### config.mk
export PLATFORM = sky130hd
export DESIGN_NAME = source_text_tokenizer
export DESIGN_NICKNAME = d
export VERILOG_FILES = /design/src/stt_pkg.sv /design/src/source_text_tokenizer.sv /design/src/stt_classify.sv
export SDC_FILE = /design/constraint.sdc
export NUM_CORES = 1
export LEC_CHECK = 0
export ABC_CLOCK_PERIOD_IN_PS = 6650
export BUFFER_PORTS_ARGS = -buffer_cell sky130_fd_sc_hd__buf_2
export CAP_MARGIN = 20
export CORE_MARGIN = 4
export CORE_UTILIZATION = 50
export DETAILED_ROUTE_END_ITERATION = 12
export GPL_ROUTABILITY_DRIVEN = 1
export GPL_TIMING_DRIVEN = 0
export PLACE_DENSITY = 0.69
export REMOVE_ABC_BUFFERS = 1
export SLEW_MARGIN = 20
export SYNTH_ARGS = -nofsm -noshare
export SYNTH_HDL_FRONTEND = slang
export SYNTH_HIERARCHICAL = 1
export SYNTH_SLANG_ARGS = --single-unit
### constraint.sdc
create_clock -name clk -period 6.65 [get_ports clk]
set_input_delay 1.6625 -clock clk [delete_from_list [all_inputs] [get_ports clk]]
set_output_delay 1.6625 -clock clk [all_outputs]
set_load 0.005 [all_outputs]
### src/stt_pkg.sv
// ----------------------------------------------------------------------------
// stt_pkg
// Shared types, codes and byte classes for the source text tokenizer.
// ----------------------------------------------------------------------------
package stt_pkg;

  localparam int LINE_BITS_DEF   = 16;
  localparam int COLUMN_BITS_DEF = 16;
  localparam int OFFSET_BITS_DEF = 32;

  localparam int KIND_W   = 3;
  localparam int LINE_W   = 16;
  localparam int COLUMN_W = 16;
  localparam int OFFSET_W = 32;

  localparam logic [KIND_W-1:0] KIND_COMMENT = 3'd0;
  localparam logic [KIND_W-1:0] KIND_IDENT   = 3'd1;
  localparam logic [KIND_W-1:0] KIND_SYMBOL  = 3'd2;
  localparam logic [KIND_W-1:0] KIND_TEXT    = 3'd3;
  localparam logic [KIND_W-1:0] KIND_ERROR   = 3'd4;

  localparam logic [7:0] CH_LF     = 8'h0A;
  localparam logic [7:0] CH_CR     = 8'h0D;
  localparam logic [7:0] CH_SPACE  = 8'h20;
  localparam logic [7:0] CH_DQUOTE = 8'h22;
  localparam logic [7:0] CH_SQUOTE = 8'h27;
  localparam logic [7:0] CH_STAR   = 8'h2A;
  localparam logic [7:0] CH_SLASH  = 8'h2F;
  localparam logic [7:0] CH_BSLASH = 8'h5C;

  typedef enum logic [2:0] {
    MODE_IDLE,
    MODE_IDENT,
    MODE_LCOMMENT,
    MODE_BOPEN,
    MODE_BCOMMENT,
    MODE_SQUOTE,
    MODE_DQUOTE,
    MODE_ERROR
  } lex_mode_t;

  typedef struct packed {
    lex_mode_t mode;
    logic      backslash_odd;
    logic      star_seen;
  } lex_ctl_t;

  typedef struct packed {
    logic [KIND_W-1:0]   kind;
    logic [LINE_W-1:0]   line;
    logic [COLUMN_W-1:0] column;
    logic [OFFSET_W-1:0] offset;
    logic                run_end;
  } result_t;

  function automatic logic is_ident(input logic [7:0] c);
    return (c >= 8'h30 && c <= 8'h39) || (c >= 8'h41 && c <= 8'h5A) ||
           (c >= 8'h61 && c <= 8'h7A) || c == 8'h5F;
  endfunction

  function automatic logic is_symbol(input logic [7:0] c);
    logic hit;
    case (c)
      8'h21, 8'h22, 8'h25, 8'h26, 8'h27, 8'h28, 8'h29, 8'h2A, 8'h2B, 8'h2C,
      8'h2D, 8'h2E, 8'h2F, 8'h3A, 8'h3B, 8'h3C, 8'h3D, 8'h3E, 8'h3F, 8'h40,
      8'h5B, 8'h5C, 8'h5D, 8'h5E, 8'h5F, 8'h7B, 8'h7C, 8'h7D, 8'h7E: hit = 1'b1;
      default: hit = 1'b0;
    endcase
    return hit;
  endfunction

endpackage

### src/source_text_tokenizer.sv
// ----------------------------------------------------------------------------
// source_text_tokenizer
// Streaming tokenizer: reports the start of each token in a byte stream.
// ----------------------------------------------------------------------------
// One source byte is taken per cycle. Each byte gives zero, one or two result
// beats, which wait in a four-entry result queue; the input stalls while the
// queue has fewer than two free entries, so the sustained rate is one byte per
// cycle while results average at most one per byte, and is set by the one
// result beat per cycle of the output port otherwise. Results are registered
// in the queue before they leave. Bytes are classified one step late (one
// byte of lookahead); is_last flushes the held byte. After an invalid byte is
// reported, all input is taken and dropped until reset.
module source_text_tokenizer #(
  parameter int LINE_BITS   = stt_pkg::LINE_BITS_DEF,
  parameter int COLUMN_BITS = stt_pkg::COLUMN_BITS_DEF,
  parameter int OFFSET_BITS = stt_pkg::OFFSET_BITS_DEF
) (
  input  logic                         clk,
  input  logic                         rst,
  input  logic                         in_valid,
  output logic                         in_stall,
  input  logic [7:0]                   source_byte,
  input  logic                         is_last,
  output logic                         out_valid,
  input  logic                         out_stall,
  output logic [stt_pkg::KIND_W-1:0]   event_kind,
  output logic [stt_pkg::LINE_W-1:0]   token_line,
  output logic [stt_pkg::COLUMN_W-1:0] token_column,
  output logic [stt_pkg::OFFSET_W-1:0] token_offset,
  output logic                         run_end
);
  import stt_pkg::*;

  localparam int QDEPTH = 4;
  localparam int QPTR_W = $clog2(QDEPTH);
  localparam int QCNT_W = $clog2(QDEPTH + 1);

  lex_ctl_t               ctl;
  logic [7:0]             held_byte;
  logic                   held_valid;
  logic [LINE_BITS-1:0]   line_count;
  logic [COLUMN_BITS-1:0] column_count;
  logic [OFFSET_BITS-1:0] byte_offset;

  lex_ctl_t               ctl_a, ctl_s1, ctl_b;
  logic [LINE_BITS-1:0]   line_a, line_s1, line_b;
  logic [COLUMN_BITS-1:0] column_a, column_s1, column_b;
  logic [OFFSET_BITS-1:0] offset_a, offset_s1, offset_b;
  logic                   emit_a, emit_b;
  logic [KIND_W-1:0]      kind_a, kind_b;

  logic                   in_acc, step, second, r1, r2, pop;
  result_t                res_a, res_b, push_first;
  logic [1:0]             push_n;

  result_t                queue [QDEPTH];
  logic [QPTR_W-1:0]      wr_ptr, rd_ptr;
  logic [QCNT_W-1:0]      count;

  stt_classify #(
    .LINE_BITS(LINE_BITS), .COLUMN_BITS(COLUMN_BITS), .OFFSET_BITS(OFFSET_BITS)
  ) u_held (
    .ctl_in(ctl), .line_in(line_count), .column_in(column_count),
    .offset_in(byte_offset), .c(held_byte), .la(source_byte), .la_ok(1'b1),
    .ctl_out(ctl_a), .line_out(line_a), .column_out(column_a),
    .offset_out(offset_a), .emit(emit_a), .kind(kind_a)
  );

  assign ctl_s1    = held_valid ? ctl_a    : ctl;
  assign line_s1   = held_valid ? line_a   : line_count;
  assign column_s1 = held_valid ? column_a : column_count;
  assign offset_s1 = held_valid ? offset_a : byte_offset;

  stt_classify #(
    .LINE_BITS(LINE_BITS), .COLUMN_BITS(COLUMN_BITS), .OFFSET_BITS(OFFSET_BITS)
  ) u_last (
    .ctl_in(ctl_s1), .line_in(line_s1), .column_in(column_s1),
    .offset_in(offset_s1), .c(source_byte), .la(8'h00), .la_ok(1'b0),
    .ctl_out(ctl_b), .line_out(line_b), .column_out(column_b),
    .offset_out(offset_b), .emit(emit_b), .kind(kind_b)
  );

  assign in_acc = in_valid && !in_stall;
  assign step   = in_acc && ctl.mode != MODE_ERROR;
  assign second = is_last && ctl_s1.mode != MODE_ERROR;
  assign r1     = step && held_valid && emit_a;
  assign r2     = step && second && emit_b;
  assign push_n = {1'b0, r1} + {1'b0, r2};

  assign res_a = '{kind: kind_a, line: LINE_W'(line_count),
                   column: COLUMN_W'(column_count), offset: OFFSET_W'(byte_offset),
                   run_end: !r2};
  assign res_b = '{kind: kind_b, line: LINE_W'(line_s1),
                   column: COLUMN_W'(column_s1), offset: OFFSET_W'(offset_s1),
                   run_end: 1'b1};
  assign push_first = r1 ? res_a : res_b;

  assign in_stall  = count > QCNT_W'(QDEPTH - 2);
  assign out_valid = count != '0;
  assign pop       = out_valid && !out_stall;

  assign event_kind   = queue[rd_ptr].kind;
  assign token_line   = queue[rd_ptr].line;
  assign token_column = queue[rd_ptr].column;
  assign token_offset = queue[rd_ptr].offset;
  assign run_end      = queue[rd_ptr].run_end;

  always_ff @(posedge clk) begin
    if (push_n != 2'd0) queue[wr_ptr] <= push_first;
    if (push_n == 2'd2) queue[wr_ptr + QPTR_W'(1)] <= res_b;
  end

  always_ff @(posedge clk) begin
    if (rst) begin
      wr_ptr <= '0;
      rd_ptr <= '0;
      count  <= '0;
    end else begin
      wr_ptr <= wr_ptr + QPTR_W'(push_n);
      rd_ptr <= rd_ptr + QPTR_W'(pop);
      count  <= count + QCNT_W'(push_n) - QCNT_W'(pop);
    end
  end

  always_ff @(posedge clk) begin
    if (rst) begin
      ctl          <= '{mode: MODE_IDLE, backslash_odd: 1'b0, star_seen: 1'b0};
      held_byte    <= '0;
      held_valid   <= 1'b0;
      line_count   <= LINE_BITS'(1);
      column_count <= COLUMN_BITS'(1);
      byte_offset  <= '0;
    end else if (step) begin
      if (second) begin
        ctl          <= ctl_b;
        line_count   <= line_b;
        column_count <= column_b;
        byte_offset  <= offset_b;
      end else begin
        ctl          <= ctl_s1;
        line_count   <= line_s1;
        column_count <= column_s1;
        byte_offset  <= offset_s1;
      end
      if (ctl_s1.mode == MODE_ERROR) begin
        held_valid <= 1'b0;
      end else if (is_last) begin
        held_valid <= 1'b0;
        held_byte  <= '0;
      end else begin
        held_byte  <= source_byte;
        held_valid <= 1'b1;
      end
    end
  end

  a_queue_bound: assert property (@(posedge clk) disable iff (rst)
    count <= QCNT_W'(QDEPTH)) else $error("result queue overfilled");

  a_error_sticky: assert property (@(posedge clk) disable iff (rst)
    ctl.mode == MODE_ERROR |=> ctl.mode == MODE_ERROR)
    else $error("error mode left without reset");

  a_error_no_held: assert property (@(posedge clk) disable iff (rst)
    ctl.mode == MODE_ERROR |-> !held_valid)
    else $error("lookahead byte held in error mode");

  a_pair_queued: assert property (@(posedge clk) disable iff (rst)
    out_valid && !run_end |-> count >= QCNT_W'(2))
    else $error("first of a result pair without its partner");

  a_no_push_in_error: assert property (@(posedge clk) disable iff (rst)
    ctl.mode == MODE_ERROR |-> push_n == 2'd0)
    else $error("result pushed in error mode");

endmodule

### src/stt_classify.sv
// ----------------------------------------------------------------------------
// stt_classify
// Classifies one byte against the lexer state with optional lookahead and
// gives the next state, the advanced position counters and any token event.
// ----------------------------------------------------------------------------
module stt_classify #(
  parameter int LINE_BITS   = stt_pkg::LINE_BITS_DEF,
  parameter int COLUMN_BITS = stt_pkg::COLUMN_BITS_DEF,
  parameter int OFFSET_BITS = stt_pkg::OFFSET_BITS_DEF
) (
  input  stt_pkg::lex_ctl_t          ctl_in,
  input  logic [LINE_BITS-1:0]       line_in,
  input  logic [COLUMN_BITS-1:0]     column_in,
  input  logic [OFFSET_BITS-1:0]     offset_in,
  input  logic [7:0]                 c,
  input  logic [7:0]                 la,
  input  logic                       la_ok,
  output stt_pkg::lex_ctl_t          ctl_out,
  output logic [LINE_BITS-1:0]       line_out,
  output logic [COLUMN_BITS-1:0]     column_out,
  output logic [OFFSET_BITS-1:0]     offset_out,
  output logic                       emit,
  output logic [stt_pkg::KIND_W-1:0] kind
);
  import stt_pkg::*;

  logic      idle_here;
  logic      crlf;
  logic      quote_hit;
  logic      counting;
  logic [7:0] quote;

  assign crlf  = c == CH_CR && la_ok && la == CH_LF;
  assign quote = (ctl_in.mode == MODE_SQUOTE) ? CH_SQUOTE : CH_DQUOTE;
  assign quote_hit = c == quote && !ctl_in.backslash_odd;

  always_comb begin
    ctl_out   = ctl_in;
    idle_here = 1'b0;
    emit      = 1'b0;
    kind      = KIND_ERROR;
    case (ctl_in.mode)
      MODE_IDLE: begin
        idle_here = 1'b1;
      end
      MODE_IDENT: begin
        if (!is_ident(c)) begin
          ctl_out.mode = MODE_IDLE;
          idle_here    = 1'b1;
        end
      end
      MODE_LCOMMENT: begin
        if (c == CH_LF) begin
          if (ctl_in.backslash_odd) ctl_out.backslash_odd = 1'b0;
          else ctl_out.mode = MODE_IDLE;
        end else if (!crlf) begin
          ctl_out.backslash_odd = (c == CH_BSLASH) ? !ctl_in.backslash_odd : 1'b0;
        end
      end
      MODE_BOPEN: begin
        ctl_out.mode      = MODE_BCOMMENT;
        ctl_out.star_seen = 1'b0;
      end
      MODE_BCOMMENT: begin
        if (c == CH_SLASH && ctl_in.star_seen) begin
          ctl_out.mode      = MODE_IDLE;
          ctl_out.star_seen = 1'b0;
        end else begin
          ctl_out.star_seen = c == CH_STAR;
        end
      end
      MODE_SQUOTE, MODE_DQUOTE: begin
        if (quote_hit) ctl_out.mode = MODE_IDLE;
        else ctl_out.backslash_odd = (c == CH_BSLASH) ? !ctl_in.backslash_odd : 1'b0;
      end
      default: begin
      end
    endcase

    if (idle_here) begin
      if (c == CH_SLASH && la_ok && (la == CH_SLASH || la == CH_STAR)) begin
        emit                  = 1'b1;
        kind                  = KIND_COMMENT;
        ctl_out.mode          = (la == CH_SLASH) ? MODE_LCOMMENT : MODE_BOPEN;
        ctl_out.backslash_odd = 1'b0;
        ctl_out.star_seen     = 1'b0;
      end else if (c == CH_SQUOTE || c == CH_DQUOTE) begin
        emit                  = 1'b1;
        kind                  = KIND_TEXT;
        ctl_out.mode          = (c == CH_SQUOTE) ? MODE_SQUOTE : MODE_DQUOTE;
        ctl_out.backslash_odd = 1'b0;
      end else if (is_ident(c)) begin
        emit         = 1'b1;
        kind         = KIND_IDENT;
        ctl_out.mode = MODE_IDENT;
      end else if (is_symbol(c)) begin
        emit = 1'b1;
        kind = KIND_SYMBOL;
      end else if (c == CH_SPACE || c == CH_LF || crlf) begin
        emit = 1'b0;
      end else begin
        emit         = 1'b1;
        kind         = KIND_ERROR;
        ctl_out.mode = MODE_ERROR;
      end
    end
  end

  assign counting = ctl_in.mode != MODE_ERROR && ctl_out.mode != MODE_ERROR;

  always_comb begin
    line_out   = line_in;
    column_out = column_in;
    offset_out = offset_in;
    if (counting) begin
      if (c == CH_LF) begin
        line_out   = (&line_in) ? line_in : line_in + LINE_BITS'(1);
        column_out = COLUMN_BITS'(1);
      end else begin
        column_out = (&column_in) ? column_in : column_in + COLUMN_BITS'(1);
      end
      offset_out = (&offset_in) ? offset_in : offset_in + OFFSET_BITS'(1);
    end
  end

endmodule
## Yosys cells after proc, flatten, opt, wreduce, memory -nomap -nowiden

Memories as Yosys holds them, arrays and structs flattened. A register that Yosys moved wholly into a read port is not among the register bits.
Cells that the tools add are included.

| cells by class | value |
|---|---|
| $add $sub $neg | 12 |
| $mul | 0 |
| divide/modulo/power cells | 0 |
| magnitude comparators | 13 |
| equality and inequality tests | 37 |
| shift-type cells | 0 |
| mux-type cells | 112 |
| bitwise operators | 1 |
| reductions and logical operators | 52 |

Operators with widths:

| operator | number |
|---|---|
| two-way mux 16 bit | 16 |
| two-way mux 32 bit | 6 |
| two-way mux 3 bit | 29 |
| == test 8 x 6 -> 1 bit, second input constant | 10 |
| two-way mux 68 bit | 1 |
| adder 16 x 1 -> 16 bit, second input constant | 4 |
| adder 32 x 1 -> 32 bit, second input constant | 2 |
| AND reduction 16 bit | 4 |
| AND reduction 32 bit | 2 |
| two-way mux 1 bit | 41 |
| == test 8 x 7 -> 1 bit, second input constant | 4 |
| greater-or-equal comparator 8 x 7 -> 1 bit, second input constant | 4 |
| less-or-equal comparator 8 x 7 -> 1 bit, second input constant | 4 |
| one-hot mux 3 bit (5 select lines) | 2 |
| == test 8 x 4 -> 1 bit, second input constant | 3 |
| logical AND 1 bit | 22 |
| == test 3 bit, second input constant | 7 |
| two-way mux 5 bit | 4 |
| == test 8 bit | 2 |
| greater-or-equal comparator 8 x 6 -> 1 bit, second input constant | 2 |
| less-or-equal comparator 8 x 6 -> 1 bit, second input constant | 2 |
| two-way mux 7 bit | 2 |
| == test 3 x 2 -> 1 bit, second input constant | 4 |
| logical OR 1 bit | 12 |
| 21 further kinds | 38 |

| storage, ports and cells | value |
|---|---|
| register bits | 85 |
| latch bits | 0 |
| bits in writable memories | 272 |
| ROM bits | 256 |
| bits of input ports | 13 |
| output and inout bits | 70 |
| logic and storage cells | 241 |
| memories | 3 |

Memory list:

| name | depth | bits a word | read ports | clocked after Yosys merged registers in | wr ports | RTL line | source |
|---|---|---|---|---|---|---|---|
| queue | 4 | 68 | 1 | 1 | 2 | source_text_tokenizer.sv:56 | `result_t queue [QDEPTH];` |
| (no name shown) | 128 | 1 | 1 | 1 | 0 | stt_pkg.sv:63 | `case (c)` |
| (no name shown) | 128 | 1 | 1 | 0 | 0 | stt_pkg.sv:63 |  |

## Longest topological paths before layout

| logic depth | value |
|---|---|
| depth after elaboration | 30 |
| gate-level depth with buffers | 25 |
| depth with buffers taken out | 22 |

## Modules after synthesis

The synthesis kept the hierarchy.

Modules (own cells, without submodules):

| module | instances | cells an instance | area an instance (µm²) | sequential area each (µm²) |
|---|---|---|---|---|
| source_text_tokenizer | 1 | 1247 | 17683.2 | 9829.4 |
| stt_classify (u_held) | 1 | 378 | 2512.4 | 0.0 |
| stt_classify (u_last) | 1 | 369 | 2392.3 | 0.0 |

## Least setup slack after synthesis

No wires, ideal clock.

| timing path | value |
|---|---|
| path type | input port to flip-flop |
| start | in source_byte[7] |
| end | mem queue[0][10] (netlist bit), enable pin |
| data arrival time | 6321 ps |
| slack | -98 ps |
| stages on the path | 17 |
| buffers on the path | 3 |
| cells stage by stage | nor4bb_1 > nand4_1 > o211ai_1 > o21ai_0 > a21oi_4 > inv_1 > mux2_2 > clkbuf_1 > nor2_1 > o21ai_0 > a31oi_1 > nand3_1 > ha_1 > or3_1 > clkbuf_1 > clkbuf_1 > nand2_1 |

RTL lines:

| item | RTL line | source |
|---|---|---|
| from (decl) | source_text_tokenizer.sv:22 | `input logic [7:0] source_byte,` |
| to (decl) | source_text_tokenizer.sv:56 |  |

## Final worst setup path

| timing path | value |
|---|---|
| start | in source_byte[1] |
| end | reg byte_offset[14] |

RTL lines:

| item | RTL line | source |
|---|---|---|
| == test 8 x 4 -> 1 bit | stt_classify.sv:33 | `assign crlf = c == CH_CR && la_ok && la == CH_LF;` |
| logical AND 1 bit | stt_classify.sv:33 |  |
| logical OR 1 bit | stt_classify.sv:99 | `end else if (c == CH_SPACE \|\| c == CH_LF \|\| crlf) begin` |
| two-way mux 3 bit | stt_classify.sv:99 |  |
| two-way mux 3 bit | stt_classify.sv:96 | `end else if (is_symbol(c)) begin` |
| two-way mux 3 bit | stt_classify.sv:92 | `end else if (is_ident(c)) begin` |
| two-way mux 3 bit | stt_classify.sv:87 | `end else if (c == CH_SQUOTE \|\| c == CH_DQUOTE) begin` |
| two-way mux 4 bit * | stt_classify.sv:81 | `if (c == CH_SLASH && la_ok && (la == CH_SLASH \|\| la == CH_STAR)) begin` |
| [4 not listed] | -- |  |
| net offset_a[2] | source_text_tokenizer.sv:48 | `logic [OFFSET_BITS-1:0] offset_a, offset_s1, offset_b;` |
| two-way mux 32 bit * | source_text_tokenizer.sv:72 | `assign offset_s1 = held_valid ? offset_a : byte_offset;` |
| net offset_s1[2] | source_text_tokenizer.sv:48 |  |
| adder 32 x 1 -> 32 bit or AND reduction 32 bit (tied branches) | stt_classify.sv:122 | `offset_out = (&offset_in) ? offset_in : offset_in + OFFSET_BITS'(1);` |
| two-way mux 32 bit * | stt_classify.sv:122 |  |
| two-way mux 32 bit * | stt_classify.sv:115 | `if (counting) begin` |
| net offset_b[14] | source_text_tokenizer.sv:48 |  |
| two-way mux 32 bit * | source_text_tokenizer.sv:134 | `if (second) begin` |
| to (signal assigned) | source_text_tokenizer.sv:138 | `byte_offset <= offset_b;` |
| to (signal assigned) | source_text_tokenizer.sv:143 | `byte_offset <= offset_s1;` |
| to (decl) | source_text_tokenizer.sv:43 | `logic [OFFSET_BITS-1:0] byte_offset;` |

Mark *: on every way through the listed nets, which the timed path passes. The rest lies on a longest branch. The select of a mux whose other input is x is not followed.
A chain may end at the register's enable or synchronous reset.

==> impl_metrics.ini <==
[yosys]
syn_inst = 1994
seq_area_frac_synth = 0.435
synth_edf_count = 268
synth_area_leaders = edfxtp_1 (36%), dfxtp_1 (7.9%), a22o_1 (7.1%)
async_reset_ff_frac = 0
yosys_register_bits = 357
synth_top_area_frac = 0.356
ys.flop_type = edfxtp_1
synth.avg_cell_area_um2 = 11.3
yosys.area.top_type = edfxtp_1
post_synth_num_cell_types = 92
synth_area_mm2 = 0.0226
yosysWarnings = 6

[pwr]
vdd_ir_drop_max_v = 0.000198
power_frac_comb = 0.301
cellPowerDensity_mw_per_mm2 = 274
p_switching_mw = 2.30
p_clk_frac = 0.311
sw_frac_of_total = 0.329
pwr-share-seq = 0.388
power.leakage_nw = 9.38
p_int_mw = 4.71

[global_route]
grt_pass1_wl_mm = 99.3
grt_max_degree = 48
grt.total_usage = 0.259
antenna_found_initial = 0
grt-ovfl-total = 0
grt_pass1_vias = 17336

[sta]
hold_viol_final = 0
setup_viol = 0
tightest_slew_ns = 1.15
period_share = 0.969
skew_ns = 0.0236
finalCriticalPeriod_ns = 6.45
rsz0062_at_grt = true
slew_violations = 0
timing.fmax_ghz = 0.155
max-slew-margin-rel = 0.235
hold_slack_ns = 0.483

[hold_path]
hp-class = register to register

[clock_network]
clock_sinks = 357
clk_latency_ns = 0.57
h-tree-depth = 2
tritoncts = yes
numCtsBuffers = 39
clk_pin_slew_ns = 0.06
cts.path.max_buffers = 3
root_buffer = clkbuf_16

[placed_design]
dp.cells = 2578
gp_congestion = 0.881
dp_hpwl_mm = 41.2
numPortBuffers = 82

[worst_setup_path]
crit_type = primary input to register
worstPathRequired_ns = 7.09
crit_path_max_fanout = 16
start_kind = primary input
end_kind = register
cp_data_arrival_time_ns = 6.89

[run]
cap_violations = 0

[outcome]
outcome = complete, no violations

[detailed_routing]
drc_errors = 0
detail_route.wl_per_cell_um = 24.2
drt_first_pass_iters = 6
via_per_inst = 6.73
num_vias = 17866
routed_wl_mm = 64.4
drtIter0Drc = 1868
ant_nets = 0

[cells_and_area]
final_common_cell = edfxtp_1
finalNonFillerCells = 2656
area_delta_synth_final_pct = 13.3
layout_common_cells = edfxtp_1 (268), a22o_1 (184), mux2i_1 (153)
fin_util = 0.576
post_route_cells_drive_above_1_share = 0.188
antenna_cells = 0
fill_cells = 3623
fin_nets = 2073

[die]
coreArea_mm2 = 0.0444
ioPinCount = 83
start_util = 0.509
die_w_um = 221
num_rows = 77
die_y_um = 221
die_area_mm2 = 0.0486
-- power by group through the flow --
| stage | registers (mW) | logic [mW] | clock network (mW) |
|---|---|---|---|
| detailed placement | 2.77 | 2.09 | 0 |
| finish | 2.72 | 2.11 | 2.18 |
| global route | 2.74 | 2.24 | 2.29 |
| global placement | 2.89 | 1.87 | 0 |
| CTS | 2.72 | 2.10 | 2.21 |
| floorplan | 2.79 | 1.19 | 0 |
-- routing by layer --
layer	GRT usage	wire length, um	share of wire
met5	0	0	0
met4	0.0890	2000	0.031
met3	0.0368	5150	0.080
met2	0.424	30400	0.47
met1	0.355	26800	0.42
-- path summary, 6_finish.rpt --
path	from	end	slack, ns	cells after the start
min reg2reg	queue[1][0]	queue[1][0]	0.48	1
min	queue[1][0]	queue[1][0]	0.48	1
max reg2reg	held_byte[4]	queue[3][9]	0.36	17
max	source_byte[1]	byte_offset[14]	0.20	19
-- sequential cells by signal (all words and copies together) (netlist names) --
| signal | flops |
|---|---|
| byte_offset | 32 |
| column_count | 16 |
| count | 3 |
| ctl | 5 |
| held_byte | 8 |
| held_valid | 1 |
| line_count | 16 |
| queue | 272 |
| rd_ptr | 2 |
| wr_ptr | 2 |
-- stage by stage --
step	setup WS [ns]	power (mW)	setup TNS (ns)	area [um^2]
final	0.204	7.01	0	25600
after global routing	-0.0347	7.27	-0.108	25600
after CTS	0.00748	7.04	0	25500
after detailed placement	-0.824	4.86	-83.38	24200
after global placement	-6.12	4.77	-2304.62	23100
after floorplan	-0.571	3.98	-95.42	21900
-- what timing repair did --
action | CTS | global route
setup endpoints to repair | 11 | 248
buffers inserted | 0 | 6
pin swaps | 0 | 2
cloned | 0 | 0
resized for setup | 1 | 8
hold buffers | 0 | 0
-- cells by family (layout without fill, tap and decap cells) --
logic type      Yosys count  after routing  synth area share
mux                     282            282             0.166
compound gates          511            511             0.173
other cells               2             17          0.000332
buf+inv                 204            259            0.0420
simple gates            522            522             0.134
xor+xnor                 89             89            0.0345
flops                   357            357             0.435
fa+ha+maj                27             27            0.0153
-- critical path: stages --
cell and delay (ns):
buf_2 0.18, nor4bb_2 0.37, and2_1 0.24, nand4_4 0.16, o31ai_1 0.41, a21oi_4 0.10, or3_2 0.76, and3_1 0.29
xor2_1 0.12, mux2_2 0.28, and2_1 0.37, and3_1 0.24, nand4_1 0.23, nor4_2 0.66, buf_2 0.33, nor3_1 0.07
xor2_1 0.17, mux2i_1 0.14, o2bb2ai_1 0.08
-- Yosys cell counts, types with 4 or more instances --
cell / number
a21o_1: 4
a21oi_1: 41
a22o_1: 184
a31oi_1: 20
and2_1: 15
and3_1: 29
and4_1: 12
buf_2: 65
buf_4: 15
buf_6: 6
clkbuf_1: 59
dfxtp_1: 89
edfxtp_1: 268
ha_1: 26
inv_1: 55
mux2_2: 59
mux2i_1: 153
mux4_2: 68
nand2_1: 89
nand2b_1: 51
nand3_1: 68
nand3b_1: 5
nand4_1: 37
nand4b_1: 4
nor2_1: 66
nor2b_1: 10
nor3_1: 51
nor3b_1: 4
nor4_1: 20
nor4b_2: 4
nor4bb_1: 4
o211ai_1: 7
o21ai_0: 81
o21ai_1: 4
o221ai_1: 5
o22a_1: 4
o22ai_1: 46
o2bb2ai_1: 66
o31ai_1: 14
or2_2: 4
or3_1: 12
or3b_2: 7
xnor2_1: 29
xor2_1: 60
-- area by class of cell --
class                      instances  area [um^2]  share of cell area
clock buffer                      56         1090              0.0426
clock inverter                    16          170             0.00665
inverter                          56          210             0.00821
multi-input combinational       1448        12100               0.472
sequential                       357         9840               0.385
tap                              592          741              0.0289
timing repair buffer             131         1470              0.0575
Note: power is estimated with default switching activity, not from simulation.
